### config.mk
export PLATFORM = sky130hd
export DESIGN_NAME = rle_sprite_blitter
export DESIGN_NICKNAME = d
export VERILOG_FILES = /design/src/design/rsb_pkg.sv /design/src/design/rsb_front.sv /design/src/design/rsb_queue.sv /design/src/design/rsb_back.sv /design/src/design/rle_sprite_blitter.sv
export SDC_FILE = /design/constraint.sdc
export NUM_CORES = 1
export LEC_CHECK = 0
export ABC_CLOCK_PERIOD_IN_PS = 4960
export BUFFER_PORTS_ARGS = -buffer_cell sky130_fd_sc_hd__buf_4
export CAP_MARGIN = 40
export CORE_MARGIN = 4
export CORE_UTILIZATION = 55
export CTS_BUF_LIST = sky130_fd_sc_hd__clkbuf_4 sky130_fd_sc_hd__clkbuf_8 sky130_fd_sc_hd__clkbuf_16
export DETAILED_ROUTE_END_ITERATION = 10
export GPL_ROUTABILITY_DRIVEN = 0
export PLACE_DENSITY = 0.75
export SYNTH_ARGS = -nofsm -noshare
export SYNTH_HDL_FRONTEND = slang
export SYNTH_HIERARCHICAL = 1
export SYNTH_SLANG_ARGS = --single-unit
### constraint.sdc
create_clock -name clk -period 4.96 [get_ports clk]
set_input_delay 0.992 -clock clk [delete_from_list [all_inputs] [get_ports clk]]
set_output_delay 0.992 -clock clk [all_outputs]
set_load 0.05 [all_outputs]
### src/design/rsb_pkg.sv
// ----------------------------------------------------------------------------
// rsb_pkg
// Shared types and constants of the run-length sprite blitter.
// ----------------------------------------------------------------------------
package rsb_pkg;

  localparam int CFG_DATA_BITS  = 11;
  localparam int CFG_INDEX_BITS = 3;

  // configuration register indexes
  typedef enum logic [CFG_INDEX_BITS-1:0] {
    CFG_ROW_PITCH     = 3'd0,
    CFG_SPRITE_WIDTH  = 3'd1,
    CFG_SPRITE_HEIGHT = 3'd2,
    CFG_POS_X         = 3'd3,
    CFG_POS_Y         = 3'd4,
    CFG_FLASH_COLOR   = 3'd5,
    CFG_MODE_FLAGS    = 3'd6
  } cfg_index_t;

  // operation codes of an input item
  localparam logic OP_START  = 1'b0;
  localparam logic OP_STREAM = 1'b1;

  // stream byte codes
  localparam logic [7:0] CODE_ROW_END = 8'd0;
  localparam logic [7:0] CODE_SKIP    = 8'd1;

  // mode flag bits
  localparam int MODE_MIRROR    = 0;
  localparam int MODE_BLINK     = 1;
  localparam int MODE_NO_MASK   = 2;
  localparam int MODE_INVISIBLE = 3;

  // decoupling queue between front and back
  localparam int QUEUE_DEPTH = 2;
  localparam int QPTR_BITS   = 1;
  localparam int QCNT_BITS   = 2;

  typedef struct packed {
    logic       operation;
    logic [7:0] code_byte;
    logic [7:0] mask_value;
  } rsb_in_t;

  typedef struct packed {
    logic        write_enable;
    logic [15:0] write_address;
    logic [7:0]  write_color;
    logic        end_of_row;
    logic        last;
  } rsb_out_t;

  typedef struct packed {
    logic [9:0]  row_pitch;
    logic [7:0]  sprite_width;
    logic [7:0]  sprite_height;
    logic [10:0] pos_x;
    logic [9:0]  pos_y;
    logic [7:0]  flash_color;
    logic [3:0]  mode_flags;
  } rsb_cfg_t;

  // what the front has made of one item
  typedef enum logic [2:0] {
    KIND_START,
    KIND_MARKER,
    KIND_COUNT,
    KIND_ROW_END,
    KIND_PIXEL
  } rsb_kind_t;

  typedef struct packed {
    rsb_kind_t  kind;
    logic [7:0] code_byte;
    logic [7:0] mask_value;
  } rsb_item_t;

endpackage

### src/design/rsb_front.sv
// ----------------------------------------------------------------------------
// rsb_front
// Accepts input items and classifies each stream byte by its code and by
// whether a skip marker came just before it.
// ----------------------------------------------------------------------------
module rsb_front (
  input  logic               clk,
  input  logic               rst_n,
  input  logic               in_valid,
  output logic               in_stall,
  input  rsb_pkg::rsb_in_t   in_data,
  output logic               push,
  output rsb_pkg::rsb_item_t push_item,
  input  logic               queue_full
);
  import rsb_pkg::*;

  logic      expect_r;
  logic      expect_nxt;
  rsb_kind_t kind;
  logic      take;

  assign in_stall = queue_full;
  assign take     = in_valid && !queue_full;
  assign push     = take;

  always_comb begin
    expect_nxt = expect_r;
    kind       = KIND_PIXEL;
    if (in_data.operation == OP_START) begin
      kind       = KIND_START;
      expect_nxt = 1'b0;
    end else if (expect_r) begin
      // byte after a marker is a count whatever its value
      kind       = KIND_COUNT;
      expect_nxt = 1'b0;
    end else if (in_data.code_byte == CODE_SKIP) begin
      kind       = KIND_MARKER;
      expect_nxt = 1'b1;
    end else if (in_data.code_byte == CODE_ROW_END) begin
      kind       = KIND_ROW_END;
    end
  end

  assign push_item = '{kind: kind, code_byte: in_data.code_byte,
                       mask_value: in_data.mask_value};

  always_ff @(posedge clk) begin
    if (!rst_n) begin
      expect_r <= 1'b0;
    end else if (take) begin
      expect_r <= expect_nxt;
    end
  end

endmodule

### src/design/rsb_queue.sv
// ----------------------------------------------------------------------------
// rsb_queue
// Short first-in first-out queue of classified items between front and back.
// ----------------------------------------------------------------------------
module rsb_queue (
  input  logic               clk,
  input  logic               rst_n,
  input  logic               push,
  input  rsb_pkg::rsb_item_t push_item,
  output logic               full,
  output logic               pop_valid,
  output rsb_pkg::rsb_item_t pop_item,
  input  logic               pop
);
  import rsb_pkg::*;

  rsb_item_t            slot_r [QUEUE_DEPTH];
  logic [QPTR_BITS-1:0] wr_ptr_r;
  logic [QPTR_BITS-1:0] rd_ptr_r;
  logic [QCNT_BITS-1:0] count_r;
  logic [QCNT_BITS-1:0] count_nxt;

  assign full      = (count_r == QCNT_BITS'(QUEUE_DEPTH));
  assign pop_valid = (count_r != '0);
  assign pop_item  = slot_r[rd_ptr_r];

  always_comb begin
    count_nxt = count_r;
    if (push && !pop) begin
      count_nxt = count_r + 1'b1;
    end else if (pop && !push) begin
      count_nxt = count_r - 1'b1;
    end
  end

  always_ff @(posedge clk) begin
    if (push) begin
      slot_r[wr_ptr_r] <= push_item;
    end
  end

  always_ff @(posedge clk) begin
    if (!rst_n) begin
      wr_ptr_r <= '0;
      rd_ptr_r <= '0;
      count_r  <= '0;
    end else begin
      if (push) begin
        wr_ptr_r <= wr_ptr_r + 1'b1;
      end
      if (pop) begin
        rd_ptr_r <= rd_ptr_r + 1'b1;
      end
      count_r <= count_nxt;
    end
  end

  a_count_bound: assert property (@(posedge clk) disable iff (!rst_n)
    count_r <= QCNT_BITS'(QUEUE_DEPTH))
    else $error("queue count beyond depth");

  a_no_pop_empty: assert property (@(posedge clk) disable iff (!rst_n)
    pop |-> pop_valid)
    else $error("pop from empty queue");

  a_no_push_full: assert property (@(posedge clk) disable iff (!rst_n)
    push |-> !full)
    else $error("push into full queue");

  a_ptr_count: assert property (@(posedge clk) disable iff (!rst_n)
    (count_r == '0) |-> (wr_ptr_r == rd_ptr_r))
    else $error("pointers disagree with empty count");

endmodule

### src/design/rsb_back.sv
// ----------------------------------------------------------------------------
// rsb_back
// Carries out classified items: address and clip set-up on start, pixel
// writes, skips and row ends, with a registered result stage.
// ----------------------------------------------------------------------------
module rsb_back #(
  parameter int ADDR_BITS = 16
) (
  input  logic               clk,
  input  logic               rst_n,
  input  rsb_pkg::rsb_cfg_t  cfg,
  input  logic               item_valid,
  input  rsb_pkg::rsb_item_t item,
  output logic               pop,
  output logic               out_valid,
  input  logic               out_stall,
  output rsb_pkg::rsb_out_t  out_data
);
  import rsb_pkg::*;

  logic [ADDR_BITS-1:0] dest_r, dest_nxt;
  logic [10:0]          col_r, col_nxt;
  logic [8:0]           clip_right_r, clip_right_nxt;
  logic [8:0]           clip_left_r, clip_left_nxt;
  logic [7:0]           rows_r, rows_nxt;
  logic                 out_valid_r;
  rsb_out_t             out_data_r, out_data_nxt;

  logic                 mirrored;
  logic [10:0]          col_reload;
  logic signed [12:0]   px;
  logic signed [12:0]   w13;
  logic signed [12:0]   sw13;
  logic signed [12:0]   right_edge;
  logic signed [12:0]   r13;
  logic signed [12:0]   neg_px;
  logic [19:0]          row_base;
  logic signed [31:0]   base32;
  logic signed [11:0]   col_s;
  logic                 hide;
  logic                 mask_ok;
  logic [31:0]          addr_ext;
  logic                 can_take;

  assign mirrored   = cfg.mode_flags[MODE_MIRROR];
  assign col_reload = mirrored ? ({3'b000, cfg.sprite_width} - 11'd1) : 11'd0;
  assign can_take   = !out_valid_r || !out_stall;
  assign pop        = item_valid && can_take;

  // start set-up
  assign px         = {{2{cfg.pos_x[10]}}, cfg.pos_x};
  assign w13        = {5'b00000, cfg.sprite_width};
  assign sw13       = {3'b000, cfg.row_pitch};
  assign right_edge = px + w13;
  assign neg_px     = -px;
  assign row_base   = cfg.pos_y * cfg.row_pitch;
  assign base32     = $signed({12'd0, row_base}) + 32'(px)
                    + (mirrored ? (32'(w13) - 32'sd1) : 32'sd0);

  always_comb begin
    r13 = (right_edge > sw13) ? (sw13 - px) : w13;
    if (r13 < 0) begin
      r13 = '0;
    end
  end

  // clip window test on the signed column
  assign col_s   = {col_r[10], col_r};
  assign hide    = (col_s >= $signed({3'b000, clip_right_r}))
                || (col_s < $signed({3'b000, clip_left_r}));
  assign mask_ok = (item.mask_value == 8'd0) || cfg.mode_flags[MODE_NO_MASK];
  assign addr_ext = 32'(dest_r);

  always_comb begin
    dest_nxt       = dest_r;
    col_nxt        = col_r;
    clip_right_nxt = clip_right_r;
    clip_left_nxt  = clip_left_r;
    rows_nxt       = rows_r;
    out_data_nxt   = '{write_enable: 1'b0, write_address: addr_ext[15:0],
                       write_color: 8'd0, end_of_row: 1'b0, last: 1'b0};
    unique case (item.kind)
      KIND_START: begin
        dest_nxt       = base32[ADDR_BITS-1:0];
        clip_right_nxt = r13[8:0];
        clip_left_nxt  = (px < 0) ? neg_px[8:0] : 9'd0;
        col_nxt        = col_reload;
        rows_nxt       = 8'd0;
      end
      KIND_MARKER: begin
      end
      KIND_COUNT: begin
        if (mirrored) begin
          dest_nxt = dest_r - ADDR_BITS'(item.code_byte);
          col_nxt  = col_r - {3'b000, item.code_byte};
        end else begin
          dest_nxt = dest_r + ADDR_BITS'(item.code_byte);
          col_nxt  = col_r + {3'b000, item.code_byte};
        end
      end
      KIND_ROW_END: begin
        if (mirrored) begin
          dest_nxt = dest_r + ADDR_BITS'(cfg.row_pitch)
                   + ADDR_BITS'(cfg.sprite_width);
        end else begin
          dest_nxt = dest_r + ADDR_BITS'(cfg.row_pitch)
                   - ADDR_BITS'(cfg.sprite_width);
        end
        col_nxt = col_reload;
        out_data_nxt.end_of_row = 1'b1;
        if (rows_r != 8'hFF) begin
          rows_nxt = rows_r + 8'd1;
          out_data_nxt.last = ((rows_r + 8'd1) == cfg.sprite_height);
        end
      end
      KIND_PIXEL: begin
        if (mask_ok && !cfg.mode_flags[MODE_INVISIBLE] && !hide) begin
          out_data_nxt.write_enable = 1'b1;
          out_data_nxt.write_color  = cfg.mode_flags[MODE_BLINK] ? cfg.flash_color
                                                                 : item.code_byte;
        end
        if (mirrored) begin
          dest_nxt = dest_r - 1'b1;
          col_nxt  = col_r - 11'd1;
        end else begin
          dest_nxt = dest_r + 1'b1;
          col_nxt  = col_r + 11'd1;
        end
      end
      default: begin
      end
    endcase
  end

  always_ff @(posedge clk) begin
    if (!rst_n) begin
      dest_r       <= '0;
      col_r        <= '0;
      clip_right_r <= '0;
      clip_left_r  <= '0;
      rows_r       <= '0;
      out_valid_r  <= 1'b0;
    end else begin
      if (pop) begin
        dest_r       <= dest_nxt;
        col_r        <= col_nxt;
        clip_right_r <= clip_right_nxt;
        clip_left_r  <= clip_left_nxt;
        rows_r       <= rows_nxt;
        // a start item leaves no result
        out_valid_r  <= (item.kind != KIND_START);
      end else if (!out_stall) begin
        out_valid_r  <= 1'b0;
      end
    end
  end

  always_ff @(posedge clk) begin
    if (pop && item.kind != KIND_START) begin
      out_data_r <= out_data_nxt;
    end
  end

  assign out_valid = out_valid_r;
  assign out_data  = out_data_r;

endmodule

### src/design/rle_sprite_blitter.sv
// ----------------------------------------------------------------------------
// rle_sprite_blitter
// Run-length sprite decoder producing screen pixel writes.
// ----------------------------------------------------------------------------
// Usage: write the seven configuration registers through cfg_we, cfg_index
// and cfg_data while the block is idle. Then send a start item (operation 0)
// followed by the sprite's stream bytes (operation 1), each with the mask
// byte at the current destination. Both channels use valid and stall; a
// transfer happens when valid is high and stall is low.
// A start item sets up address and clip window and gives no result; every
// stream byte gives exactly one result with write enable, address, colour,
// end-of-row and last.
// Path: the front classifies each input transfer into a queue register, then
// the execute stage takes it from the queue into its output register, which
// drives out_valid and out_data. Throughput is one item per cycle while the
// receiver does not stall; the start set-up with its one multiply is done in
// the execute stage as well.
// When the receiver stalls the output register holds its result, the two-entry
// queue fills and then in_stall rises; nothing is lost. Reset clears the
// queue, the decoder state and the registers to their reset values.
// ----------------------------------------------------------------------------
module rle_sprite_blitter #(
  parameter int ADDR_BITS = 16
) (
  input  logic                                 clk,
  input  logic                                 rst_n,
  input  logic                                 in_valid,
  output logic                                 in_stall,
  input  rsb_pkg::rsb_in_t                     in_data,
  output logic                                 out_valid,
  input  logic                                 out_stall,
  output rsb_pkg::rsb_out_t                    out_data,
  input  logic                                 cfg_we,
  input  logic [rsb_pkg::CFG_INDEX_BITS-1:0]   cfg_index,
  input  logic [rsb_pkg::CFG_DATA_BITS-1:0]    cfg_data
);
  import rsb_pkg::*;

  rsb_cfg_t  cfg_r;
  logic      push;
  rsb_item_t push_item;
  logic      queue_full;
  logic      q_valid;
  rsb_item_t q_item;
  logic      pop;

  always_ff @(posedge clk) begin
    if (!rst_n) begin
      cfg_r <= '{row_pitch: 10'd320, sprite_width: 8'd16, sprite_height: 8'd16,
                 pos_x: 11'd0, pos_y: 10'd0, flash_color: 8'd255, mode_flags: 4'd0};
    end else if (cfg_we) begin
      unique case (cfg_index)
        CFG_ROW_PITCH:     cfg_r.row_pitch     <= cfg_data[9:0];
        CFG_SPRITE_WIDTH:  cfg_r.sprite_width  <= cfg_data[7:0];
        CFG_SPRITE_HEIGHT: cfg_r.sprite_height <= cfg_data[7:0];
        CFG_POS_X:         cfg_r.pos_x         <= cfg_data[10:0];
        CFG_POS_Y:         cfg_r.pos_y         <= cfg_data[9:0];
        CFG_FLASH_COLOR:   cfg_r.flash_color   <= cfg_data[7:0];
        CFG_MODE_FLAGS:    cfg_r.mode_flags    <= cfg_data[3:0];
        default: begin
        end
      endcase
    end
  end

  rsb_front u_front (
    .clk        (clk),
    .rst_n      (rst_n),
    .in_valid   (in_valid),
    .in_stall   (in_stall),
    .in_data    (in_data),
    .push       (push),
    .push_item  (push_item),
    .queue_full (queue_full)
  );

  rsb_queue u_queue (
    .clk       (clk),
    .rst_n     (rst_n),
    .push      (push),
    .push_item (push_item),
    .full      (queue_full),
    .pop_valid (q_valid),
    .pop_item  (q_item),
    .pop       (pop)
  );

  rsb_back #(
    .ADDR_BITS (ADDR_BITS)
  ) u_back (
    .clk        (clk),
    .rst_n      (rst_n),
    .cfg        (cfg_r),
    .item_valid (q_valid),
    .item       (q_item),
    .pop        (pop),
    .out_valid  (out_valid),
    .out_stall  (out_stall),
    .out_data   (out_data)
  );

endmodule

==> impl_results.md <==
* Clk_lat worst skew at 0.45 ns
* Slew Limit Fails at 0
* CTS Sinks at 184
* Post-DP HPWL at 32.9 mm
* Leakage power at 7.99 nW
* H-tree levels at 4
* First-pass GRT wire length at 67.1 mm
* Power Density at 406 nW/um2
* Routed WL per cell at 19.3 um
* DIE HEIGHT at 176 um
* Worst EP required at 5.28 ns
* Fillers at 2273
* CTS tree: yes
* Clock Tree Buf Depth at 2
* Worst slack at placement at -0.230 ns
* Inserted Clock Buffers at 17
* Seq/Total Area, Yosys at 27.9%
* M1 wire length at 18.3 mm
* Worst hold path class: flop to flop
* GR Overflow Total at 0
* Cell area after synthesis at 15500 um2
* Layout Cells excl Fill at 2216
* Initial antenna violation count at 0
* Status: complete, but fails checks
* Critical path launch point type: flop
* Worst Path Arrival at 5.40 ns
* Maximum VDD drop at 0.297 mV
* Synth-to-Final Area Change at 16.1%
* Largest net degree at the start of global routing at 73
* Chip Width at 176 um
* Reg area at 4360 um2
* Syn Area/Cell at 9.12 um2
* Vias in the first global route at 12700
* Final Hold Viols at 0
* First drt pass iteration count at 5
* Crit path from: cfg_r[41]$_SDFFE_PN0P_
* Starting Density at 55.9%
* Port bufs at 64
* Max Freq at 197 MHz
* Final ANT Viol Nets at 0
* Slew @ Worst Pin at 0.818 ns
* Row count at 61
* Top routing layer used: met4
* Failing checks: negative setup slack
* Crit path to: u_back/dest_r[14]$_SDFFE_PN0P_
* Met3 routed WL at 2.87 mm
* Top_reg_cell synth: dfxtp_1
* Post-synth EDFFs at 65
* Setup repair after global routing missed its margin: yes
* Core ar. at 27800 um2
* Fin Setup TNS at -0.220 ns
* WS Path Type: flop to flop
* Top Ports at 65
* Slowest-stage cell, CP: fa_2
* Tmin final at 5.08 ns
* Multi-input logic area at 10400 um2
* Distinct cells, synth at 84
* Post-route setup slack at -0.117 ns
* Reg2reg start: cfg_r[41]$_SDFFE_PN0P_
* Post-synthesis net count at 1966
* Die area at 31000 um2
* Critical Path End Type: flop
* Final setup viols at 4
* Cells after synthesis at 1701
* Total Routed Length at 42.8 mm
* Most frequent cells in the layout: inv_1 (176), buf_4 (174), nand2_1 (159), ha_1 (129), dfxtp_1 (105)
* Final-stage net count at 2090
* First DRT Iteration DRCs at 1232
* CTS Root Buffer Type: clkbuf_16
* Tot GR Track Use at 27.1%
* Max_cap viols at 0
* Placed cell count at 2164
* Synthesis Warnings at 6
* Ant. Diodes at 0
* Crit-path cells: nor3_4 -> nor3b_4 -> buf_4 -> xnor2_1 -> nor2_2 -> fa_2 -> fa_1 -> inv_1 -> fa_2 -> fa_1 -> inv_1 -> ha_4 -> nor2_2 -> a21oi_1 -> o41a_1 -> nor2b_4 -> a2111oi_4 -> xnor2_1 -> a221oi_2 -> a21oi_1
* R2R cell count at 20
* R2R Setup Slk at -0.12 ns
* Yosys reg bits at 184
* Fraction of registers with async set/reset at 0%
* Clock Skews at 0.0127 ns
* Layout cells sized above 1 at 17.4%
* CP max stage delay at 0.55 ns
* Vias per inst at 5.90
* Critical Path Fanout Max at 3
* DR vias at 13100
* Met2 wire length at 20.1 mm
* CTS clk-pin slew, worst paths at 0.08 ns
* Most common cell after layout, fill and taps aside: inv_1
* FF-to-FF End: u_back/dest_r[14]$_SDFFE_PN0P_
* DRC errors left at 0
* Max_slew headroom at 45.2%
* Fin crit share at 102%
-- worst max-delay path: cells and delay by family (launching register included) --
kind                       cells  cell delay, ns
adders and majority gates      5            2.12
AOI/OAI and AO/OA              5            1.05
and+or+nand+nor                5            0.83
DFF                            1            0.37
buffers and inverters          3            0.31
xor gates and xnor gates       2            0.28
-- power by group --
| group | switching [mW] | total [mW] | internal, mW |
|---|---|---|---|
| Sequential | 0.279 | 2.18 | 1.90 |
| Combinational | 2.22 | 3.67 | 1.45 |
| Clock | 0.761 | 1.47 | 0.712 |
| Total | 3.26 | 7.32 | 4.06 |
-- kinds of logic after synthesis --
family                   after synthesis  synth area share [%]
XOR/XNOR                             104                  5.87
multiplexers                          98                  6.49
AND/OR/NAND/NOR                      507                  16.4
buffers and inverters                259                  6.86
flip-flops                           184                  27.9
adder cells (fa/ha/maj)              229                  22.9
AO/OA/AOI/OAI                        320                  13.5
-- cell usage after synthesis, drive strengths merged (4+ instances only) --
| cell | count | share of area, % |
|---|---|---|
| ha | 137 | 11 |
| and3 | 6 | 0.24 |
| or3 | 13 | 0.56 |
| clkbuf | 43 | 1.0 |
| nand2 | 162 | 3.9 |
| nor4 | 8 | 0.42 |
| xor2 | 34 | 1.9 |
| nor2b | 43 | 1.8 |
| o21a | 13 | 0.63 |
| a31oi | 4 | 0.16 |
| buf | 32 | 1.4 |
| a21boi | 9 | 0.44 |
| edfxtp | 65 | 13 |
| fa | 92 | 12 |
| o22ai | 7 | 0.28 |
| a221oi | 7 | 0.48 |
| o2111ai | 4 | 0.23 |
| and4 | 5 | 0.28 |
| nand4 | 5 | 0.20 |
| a22oi | 12 | 0.58 |
| nand3 | 23 | 0.74 |
| xnor2 | 70 | 4.0 |
| nor3 | 34 | 1.2 |
| o31ai | 6 | 0.39 |
| a21o | 18 | 0.87 |
| o41ai | 4 | 0.40 |
| nand2b | 22 | 0.89 |
| nor2 | 106 | 2.6 |
| o211ai | 5 | 0.24 |
| a21oi | 85 | 2.8 |
| mux2i | 77 | 5.0 |
| a211oi | 18 | 0.90 |
| o21ai | 96 | 3.1 |
| o311ai | 5 | 0.28 |
| mux2 | 21 | 1.5 |
| a2111oi | 4 | 0.35 |
| nand3b | 5 | 0.24 |
| dfxtp | 119 | 15 |
| inv | 184 | 4.5 |
| and2 | 58 | 2.3 |
-- layout make-up --
type,instances,area share [%]
multi-input combinational,1258,57.9
sequential,184,24.2
timing repair buffer,180,7.82
inverter,184,3.87
tap,378,2.62
clock buffer,17,2.36
clock inverter,15,1.22
-- per-layer routing --
layer,global-route usage (%),vias to the layer above
li1,-,6047
met1,36.7,6355
met2,44.7,558
met3,3.94,113
met4,9.55,0
met5,0,-
-- registers in the layout, indices dropped and copies added, names as in the netlist, named ones only --
signal	count
cfg_r	59
u_back/clip_left_r	9
u_back/clip_right_r	9
u_back/col_r	11
u_back/dest_r	16
u_back/out_data	27
u_back/out_valid	1
u_back/rows_r	8
u_front/expect_r	1
u_queue/count_r	2
u_queue/rd_ptr_r	1
u_queue/slot_r	38
u_queue/wr_ptr_r	1
-- timing repair --
item	in CTS	in global routing
gates resized for setup	38	31
pin swaps	30	29
setup endpoints to repair	6	6
setup buffers	11	9
hold buffers	0	0
endpoints found under the hold margin	0	0
-- through the flow --
step | area [um2] | power, mW | util, % | hold slack [ns]
finish | 18000 | 7.32 | 64.9 | 0.464
detailed placement | 16900 | 5.73 | 60.9 | 0.448
global route | 18000 | 7.76 | 64.9 | 0.493
global placement | 16800 | 5.59 | 60.6 | 0.445
floorplan | 15600 | 4.78 | - | 0.432
CTS | 17800 | 7.22 | 64.1 | 0.461
-- worst min path at each step --
stage | slack [ns] | cells after the start | to | from
after floorplan | 0.43 | 2 | u_back/clip_left_r[1]$_SDFFE_PN0P_ | u_back/clip_left_r[1]$_SDFFE_PN0P_
final | 0.46 | 2 | u_back/clip_left_r[2]$_SDFFE_PN0P_ | u_back/clip_left_r[2]$_SDFFE_PN0P_
after global placement | 0.45 | 2 | u_back/clip_left_r[0]$_SDFFE_PN0P_ | u_back/clip_left_r[0]$_SDFFE_PN0P_
after CTS | 0.46 | 2 | u_back/clip_left_r[2]$_SDFFE_PN0P_ | u_back/clip_left_r[2]$_SDFFE_PN0P_
after global routing | 0.49 | 2 | u_back/clip_left_r[1]$_SDFFE_PN0P_ | u_back/clip_left_r[1]$_SDFFE_PN0P_
after detailed placement | 0.45 | 2 | u_back/clip_left_r[2]$_SDFFE_PN0P_ | u_back/clip_left_r[2]$_SDFFE_PN0P_
Power figures use the tool's default switching activity.
